==> config.mk <==
export PLATFORM = sky130hd
export DESIGN_NAME = midi_channel_message_parser_unit_flat
export DESIGN_NICKNAME = d
export VERILOG_FILES = /design/src/rtl/mcmp_pkg.sv /design/src/rtl/mcmp_if.sv /design/src/rtl/midi_channel_message_parser_unit.sv /design/src/rtl/mcmp_front.sv /design/src/rtl/mcmp_queue.sv /design/src/rtl/mcmp_back.sv /design/src/flat_wrapper.sv
export SDC_FILE = /design/constraint.sdc
export NUM_CORES = 1
export LEC_CHECK = 0
export BUFFER_PORTS_ARGS = -buffer_cell sky130_fd_sc_hd__buf_2
export CAP_MARGIN = 5
export CORE_MARGIN = 4
export CORE_UTILIZATION = 40
export CTS_CLUSTER_DIAMETER = 50
export DETAILED_ROUTE_END_ITERATION = 7
export PLACE_DENSITY_LB_ADDON = 0.12
export SYNTH_ARGS = -nofsm -noshare
export SYNTH_HDL_FRONTEND = slang
export SYNTH_SLANG_ARGS = --single-unit
==> constraint.sdc <==
create_clock -name clk -period 3.5 [get_ports clk]
set_input_delay 0.7 -clock clk [delete_from_list [all_inputs] [get_ports clk]]
set_output_delay 0.7 -clock clk [all_outputs]
set_load 0.005 [all_outputs]
==> src/rtl/mcmp_pkg.sv <==
// shared types and constants for the midi channel message parser
`default_nettype none

package mcmp_pkg;

    // status and system byte codes
    localparam logic [7:0] STATUS_FIRST = 8'h80;
    localparam logic [7:0] SYSEX_START  = 8'hF0;
    localparam logic [7:0] SYSEX_END    = 8'hF7;

    // message kinds, coded from the status high nibble minus eight
    localparam logic [2:0] KIND_NOTE_OFF      = 3'd0;
    localparam logic [2:0] KIND_NOTE_ON       = 3'd1;
    localparam logic [2:0] KIND_POLY_PRESSURE = 3'd2;
    localparam logic [2:0] KIND_CONTROL       = 3'd3;
    localparam logic [2:0] KIND_PROGRAM       = 3'd4;
    localparam logic [2:0] KIND_CHAN_PRESSURE = 3'd5;
    localparam logic [2:0] KIND_PITCH_BEND    = 3'd6;

    typedef struct packed {
        logic [2:0] kind;
        logic [3:0] channel;
        logic [7:0] first;
        logic [7:0] second;
    } msg_t;

    typedef struct packed {
        logic full;
        logic empty;
    } queue_stat_t;

    // kinds that carry a single data byte
    function automatic logic is_one_byte_kind(input logic [2:0] kind);
        is_one_byte_kind = (kind == KIND_PROGRAM) || (kind == KIND_CHAN_PRESSURE);
    endfunction

endpackage

`default_nettype wire

==> src/rtl/mcmp_if.sv <==
// handshake channels for raw bytes and parsed messages
`default_nettype none

interface mcmp_byte_if;
    logic       valid;
    logic       ready;
    logic [7:0] rx_byte;

    modport source (output valid, output rx_byte, input ready);
    modport sink   (input valid, input rx_byte, output ready);
endinterface

interface mcmp_msg_if;
    logic       valid;
    logic       ready;
    logic [2:0] msg_kind;
    logic [3:0] msg_channel;
    logic [7:0] data_first;
    logic [7:0] data_second;

    modport source (output valid, output msg_kind, output msg_channel,
                    output data_first, output data_second, input ready);
    modport sink   (input valid, input msg_kind, input msg_channel,
                    input data_first, input data_second, output ready);
endinterface

`default_nettype wire

==> src/rtl/midi_channel_message_parser_unit.sv <==
// top level of the midi channel voice message parser
//
// byte_in carries one received midi byte per beat; msg_out carries one
// parsed channel voice message per beat (kind, channel, two data bytes,
// the second zero for program change and channel pressure).
// sysex is skipped up to its end byte, stray bytes while waiting for a
// status byte are dropped, running status is not supported.
// throughput: one byte per cycle, sustained, with the receiver ready.
// a message is written to the queue at the beat of its last data byte and is
// then moved into the output register, from which msg_out presents it.
// the front parser, a two-entry queue and the output register stall
// independently; byte_in.ready drops only while the queue is full, so a
// stalled receiver holds the current message steady and back-pressure
// reaches the byte side after two more messages are waiting.
// reset clears the parser to wait for a status byte and empties the
// queue and the output register; no clearing pass is needed.
`default_nettype none

module midi_channel_message_parser_unit (
    input  wire logic  clk,
    input  wire logic  rst_n,
    mcmp_byte_if.sink  byte_in,
    mcmp_msg_if.source msg_out
);
    import mcmp_pkg::*;

    // front to queue
    logic        push;
    msg_t        push_msg;
    // queue to back
    logic        pop;
    msg_t        head_msg;
    queue_stat_t q_stat;

    // status/data classification and parser state
    mcmp_front u_front (
        .clk      (clk),
        .rst_n    (rst_n),
        .byte_in  (byte_in),
        .q_stat   (q_stat),
        .push     (push),
        .push_msg (push_msg)
    );

    // decouples parser from output stalls
    mcmp_queue u_queue (
        .clk      (clk),
        .rst_n    (rst_n),
        .push     (push),
        .push_msg (push_msg),
        .pop      (pop),
        .head_msg (head_msg),
        .q_stat   (q_stat)
    );

    // registered output beat
    mcmp_back u_back (
        .clk      (clk),
        .rst_n    (rst_n),
        .q_stat   (q_stat),
        .head_msg (head_msg),
        .pop      (pop),
        .msg_out  (msg_out)
    );

endmodule

`default_nettype wire

==> src/rtl/mcmp_front.sv <==
// byte classifier and parser state, pushes completed messages
`default_nettype none

module mcmp_front (
    input  wire logic                 clk,
    input  wire logic                 rst_n,
    mcmp_byte_if.sink                 byte_in,
    input  wire mcmp_pkg::queue_stat_t q_stat,
    output logic                      push,
    output mcmp_pkg::msg_t            push_msg
);
    import mcmp_pkg::*;

    logic       awaiting_reg, awaiting_next;
    logic       sysex_reg, sysex_next;
    logic       have_first_reg, have_first_next;
    logic [2:0] kind_reg, kind_next;
    logic [3:0] chan_reg, chan_next;
    logic [7:0] held_reg, held_next;
    logic       accept;
    logic       one_byte;
    logic [7:0] b;

    assign byte_in.ready = !q_stat.full;
    assign accept        = byte_in.valid && byte_in.ready;
    assign b             = byte_in.rx_byte;
    assign one_byte      = is_one_byte_kind(kind_reg);

    always_comb
    begin
        awaiting_next   = awaiting_reg;
        sysex_next      = sysex_reg;
        have_first_next = have_first_reg;
        kind_next       = kind_reg;
        chan_next       = chan_reg;
        held_next       = held_reg;
        push            = 1'b0;
        push_msg.kind    = kind_reg;
        push_msg.channel = chan_reg;
        push_msg.first   = one_byte ? b : held_reg;
        push_msg.second  = one_byte ? 8'h00 : b;
        if (accept)
        begin
            priority if (awaiting_reg)
            begin
                if (b >= STATUS_FIRST && b < SYSEX_START)
                begin
                    kind_next       = b[6:4];
                    chan_next       = b[3:0];
                    have_first_next = 1'b0;
                    awaiting_next   = 1'b0;
                end
                else if (b == SYSEX_START)
                begin
                    awaiting_next = 1'b0;
                    sysex_next    = 1'b1;
                end
            end
            else if (sysex_reg)
            begin
                if (b == SYSEX_END)
                begin
                    sysex_next    = 1'b0;
                    awaiting_next = 1'b1;
                end
            end
            else if (!one_byte && !have_first_reg)
            begin
                held_next       = b;
                have_first_next = 1'b1;
            end
            else
            begin
                push          = 1'b1;
                awaiting_next = 1'b1;
            end
        end
    end

    always_ff @(posedge clk or negedge rst_n)
    begin
        if (!rst_n)
        begin
            awaiting_reg   <= 1'b1;
            sysex_reg      <= 1'b0;
            have_first_reg <= 1'b0;
        end
        else
        begin
            awaiting_reg   <= awaiting_next;
            sysex_reg      <= sysex_next;
            have_first_reg <= have_first_next;
        end
    end

    // message payload, no reset
    always_ff @(posedge clk)
    begin
        kind_reg <= kind_next;
        chan_reg <= chan_next;
        held_reg <= held_next;
    end

endmodule

`default_nettype wire

==> src/rtl/mcmp_queue.sv <==
// two-entry message queue between parser and output stage
`default_nettype none

module mcmp_queue (
    input  wire logic              clk,
    input  wire logic              rst_n,
    input  wire logic              push,
    input  wire mcmp_pkg::msg_t    push_msg,
    input  wire logic              pop,
    output mcmp_pkg::msg_t         head_msg,
    output mcmp_pkg::queue_stat_t  q_stat
);
    import mcmp_pkg::*;

    msg_t       entry_reg [2];
    logic       wr_ptr_reg, wr_ptr_next;
    logic       rd_ptr_reg, rd_ptr_next;
    logic [1:0] count_reg, count_next;
    logic       do_push, do_pop;

    assign q_stat.full  = (count_reg == 2'd2);
    assign q_stat.empty = (count_reg == 2'd0);
    assign do_push      = push && !q_stat.full;
    assign do_pop       = pop && !q_stat.empty;
    assign head_msg     = entry_reg[rd_ptr_reg];

    always_comb
    begin
        wr_ptr_next = wr_ptr_reg ^ do_push;
        rd_ptr_next = rd_ptr_reg ^ do_pop;
        count_next  = count_reg + {1'b0, do_push} - {1'b0, do_pop};
    end

    always_ff @(posedge clk or negedge rst_n)
    begin
        if (!rst_n)
        begin
            wr_ptr_reg <= 1'b0;
            rd_ptr_reg <= 1'b0;
            count_reg  <= 2'd0;
        end
        else
        begin
            wr_ptr_reg <= wr_ptr_next;
            rd_ptr_reg <= rd_ptr_next;
            count_reg  <= count_next;
        end
    end

    always_ff @(posedge clk)
    begin
        if (do_push)
        begin
            entry_reg[wr_ptr_reg] <= push_msg;
        end
    end

endmodule

`default_nettype wire

==> src/rtl/mcmp_back.sv <==
// output register that drives the message channel
`default_nettype none

module mcmp_back (
    input  wire logic                  clk,
    input  wire logic                  rst_n,
    input  wire mcmp_pkg::queue_stat_t q_stat,
    input  wire mcmp_pkg::msg_t        head_msg,
    output logic                       pop,
    mcmp_msg_if.source                 msg_out
);
    import mcmp_pkg::*;

    logic valid_reg, valid_next;
    msg_t out_reg;

    // refill whenever the register is empty or being drained
    assign pop        = !q_stat.empty && (!valid_reg || msg_out.ready);
    assign valid_next = pop || (valid_reg && !msg_out.ready);

    always_ff @(posedge clk or negedge rst_n)
    begin
        if (!rst_n)
        begin
            valid_reg <= 1'b0;
        end
        else
        begin
            valid_reg <= valid_next;
        end
    end

    always_ff @(posedge clk)
    begin
        if (pop)
        begin
            out_reg <= head_msg;
        end
    end

    assign msg_out.valid       = valid_reg;
    assign msg_out.msg_kind    = out_reg.kind;
    assign msg_out.msg_channel = out_reg.channel;
    assign msg_out.data_first  = out_reg.first;
    assign msg_out.data_second = out_reg.second;

endmodule

`default_nettype wire
==> src/flat_wrapper.sv <==
// flat-port wrapper written by rule: the top's interface ports become plain ports
module midi_channel_message_parser_unit_flat import mcmp_pkg::*;
  (clk, rst_n, byte_in_valid, byte_in_rx_byte, byte_in_ready, msg_out_valid, msg_out_msg_kind, msg_out_msg_channel, msg_out_data_first, msg_out_data_second, msg_out_ready);
  mcmp_byte_if byte_in_i ();
  mcmp_msg_if msg_out_i ();
  input  wire logic clk;
  input  wire logic rst_n;
  input wire logic [$bits(byte_in_i.valid)-1:0] byte_in_valid;
  input wire logic [$bits(byte_in_i.rx_byte)-1:0] byte_in_rx_byte;
  output wire logic [$bits(byte_in_i.ready)-1:0] byte_in_ready;
  output wire logic [$bits(msg_out_i.valid)-1:0] msg_out_valid;
  output wire logic [$bits(msg_out_i.msg_kind)-1:0] msg_out_msg_kind;
  output wire logic [$bits(msg_out_i.msg_channel)-1:0] msg_out_msg_channel;
  output wire logic [$bits(msg_out_i.data_first)-1:0] msg_out_data_first;
  output wire logic [$bits(msg_out_i.data_second)-1:0] msg_out_data_second;
  input wire logic [$bits(msg_out_i.ready)-1:0] msg_out_ready;
  assign byte_in_i.valid = byte_in_valid;
  assign byte_in_i.rx_byte = byte_in_rx_byte;
  assign byte_in_ready = byte_in_i.ready;
  assign msg_out_valid = msg_out_i.valid;
  assign msg_out_msg_kind = msg_out_i.msg_kind;
  assign msg_out_msg_channel = msg_out_i.msg_channel;
  assign msg_out_data_first = msg_out_i.data_first;
  assign msg_out_data_second = msg_out_i.data_second;
  assign msg_out_i.ready = msg_out_ready;
  midi_channel_message_parser_unit u_core (.clk(clk), .rst_n(rst_n), .byte_in(byte_in_i), .msg_out(msg_out_i));
endmodule
==> flow_metrics.py <==
metrics = {
    "outcome": {
        "run_status": "complete, no violations",
    },
    "layout": {
        "n_antenna_cell": 0,
        "n_fill_cell": 724,
        "multi_input_area_um2": 659,
        "final_cell_area_um2": 3940,
        "ff_latch_area_um2": 2720,
        "largest_reg_flops": 46,
        "drive_gt1_share_pct": 33.3,
        "synthToLayoutAreaGrowth_pct": 14.5,
        "layout.nets": 260,
    },
    "floorplan": {
        "io_pins": 37,
        "num_rows": 33,
        "die_height_um": 101,
        "start_util_pct": 41.4,
        "die_x_um": 101,
        "coreArea_um2": 8300,
        "die_area_um2": 10100,
    },
    "synth": {
        "avgSynthCellArea_um2": 17.4,
        "netlist-cell-type-count": 30,
        "syn_nets": 213,
        "synth_ff_type": "edfxtp_1",
        "ys_ff_latch": 92,
        "synth_edf_count": 84,
        "ys_seq_area_share_pct": 79.3,
        "synth_warnings": 0,
        "syn_inst": 197,
        "async_flop_share_pct": 8.70,
        "syn_area_um2": 3440,
    },
    "place": {
        "placed_cell_area_um2": 3770,
        "dpl.hpwl_mm": 3.52,
        "io_buffer_count": 36,
        "place_ws_ns": 1.33,
        "gp_congestion": 0.774,
    },
    "cts": {
        "post_cts_resized": 0,
        "cts_hold_buf": 0,
        "htreeDepth": 3,
        "cts_setup_buffers": 0,
        "cts_sinks": 92,
        "clk-insertion-delay-late_ns": 0.35,
        "clk_path_buf_depth": 2,
        "ctsRootBufferMaster": "clkbuf_8",
        "tritoncts": "built",
        "numCtsBuffers": 9,
        "path_clk_slew_ns": 0.08,
    },
    "drt": {
        "vias": 1707,
        "via_per_inst": 4.82,
        "drt-total-wl_mm": 5.70,
        "dr.pass1.iters": 4,
        "drc": 0,
        "drt_iter0_markers": 79,
        "post_drt_wl_per_cell_um": 16.1,
        "ant_nets": 0,
    },
    "power_and_ir_drop": {
        "powerDensity_nw_per_um2": 729,
        "leakage_nw": 1.44,
        "ir_worst_vdd_uv": 441,
    },
    "setup_path": {
        "critPathArrivalTime_ns": 2.30,
        "crit_type": "reg2reg",
        "required_ns": 3.78,
        "r2r_slack_ns": 1.48,
        "worst_r2r_path_depth": 9,
        "startpoint_type": "register",
        "rr_endpoint": "u_core.u_queue.count_reg[1]",
        "r2r-start": "u_core.u_queue.count_reg[1]",
        "cp-end-kind": "register",
        "crit_start": "u_core.u_queue.count_reg[1]",
        "crit_fanout": 6,
    },
    "sta": {
        "max-slew-margin-rel_pct": 24.1,
        "grt_setup_unrepaired": "false",
        "finClkSkew_ns": 0.00840,
        "worstMarginPinSlew_ns": 1.14,
        "clock.fmax_mhz": 494,
        "tns_ns": 0,
        "setup_slack_ns": 1.48,
        "setup_viol": 0,
        "finalHoldViolCount": 0,
        "drv_slew": 0,
        "finalCritPeriodShare_pct": 57.8,
        "fin_hold_ws_ns": 0.187,
        "finalCriticalPeriod_ns": 2.02,
    },
    "global_routing": {
        "overflow": 0,
        "use_met2_pct": 18.7,
        "grt.busiest_layer": "met2",
        "grtUsageTotal_pct": 11.9,
        "grt_max_degree": 26,
        "grt_pass1_wl_mm": 8.78,
        "antenna_found_initial": 0,
        "first_global_vias": 1685,
        "grt_use_met1_pct": 15.2,
        "use_met3_pct": 2.77,
    },
    "run": {
        "maxCapViolCount": 0,
    },
    "min_path": {
        "hold_class": "in2async",
    },
}
area by class of cell:
cell class / count / share of cell area, %
sequential: 92 / 69.2
multi-input combinational: 90 / 16.8
timing repair buffer: 42 / 5.72
clock buffer: 12 / 3.43
tap: 105 / 3.34
inverter: 9 / 0.859
clock inverter: 4 / 0.668
cell usage after synthesis (4+ instances only):
master,instances,area share (%)
clkbuf_1,6,0.66
inv_1,9,0.98
mux2_2,23,7.5
edfxtp_1,84,73
ha_1,4,1.5
dfrtp_1,7,5.1
and2_1,7,1.3
nor2_1,4,0.44
nand2_1,26,2.8
metrics by stage:
stage | utilization (%) | std cells | total power [mW]
final | 47.4 | 354 | 2.87
after global routing | 47.4 | 354 | 3.03
after CTS | 47.4 | 354 | 2.91
after detailed placement | 45.5 | 338 | 2.31
after global placement | 45.5 | 338 | 2.30
after floorplan | - | 197 | 2.04
critical path: stages (launching register included):
cell and delay, ns:
dfrtp_1 0.41, nor2b_1 0.16, inv_1 0.15, nand3_1 0.13
or2_2 0.31, ha_1 0.27, inv_1 0.04, ha_1 0.18
xnor2_1 0.17, xnor2_1 0.13
per-layer routing:
layer	part of all wire (%)	wire length [um]
met5	0	0
met1	46	2590
met2	48	2720
met3	4.5	259
met4	2.2	126
logic make-up after synthesis:
kind of cell | Yosys count | share of synthesized area [%]
flops | 92 | 79.3
simple gates | 50 | 7.17
mux | 23 | 7.54
buf+inv | 15 | 1.64
compound gates | 10 | 2.15
fa+ha+maj | 4 | 1.46
xor+xnor | 3 | 0.765
placed cells by master, fill, tap and decap left out, types with 6 or more instances in the layout:
master	instances
buf_2	36
dfrtp_1	7
buf_4	6
mux2_2	23
and2_1	7
nand2_1	26
inv_1	9
edfxtp_1	84
clkbuf_8	9
report_power, final:
group	switching, mW	internal [mW]	total, mW
Sequential	0.134	1.53	1.66
Combinational	0.306	0.298	0.605
Clock	0.346	0.258	0.604
worst max-delay path by stage:
stage	endpoint	slack, ns	depth (start not counted)
3_5_place_dp	u_core.u_queue.count_reg[1]	1.33	9
4_1_cts	u_core.u_queue.count_reg[1]	1.47	9
5_1_grt	u_core.u_queue.count_reg[1]	1.31	9
6_report	u_core.u_queue.count_reg[1]	1.48	9
2_1_floorplan	u_core.u_queue.count_reg[1]	0.55	7
3_3_place_gp	u_core.u_queue.count_reg[1]	1.37	9
No activity file was read; power rests on OpenSTA's default activity.
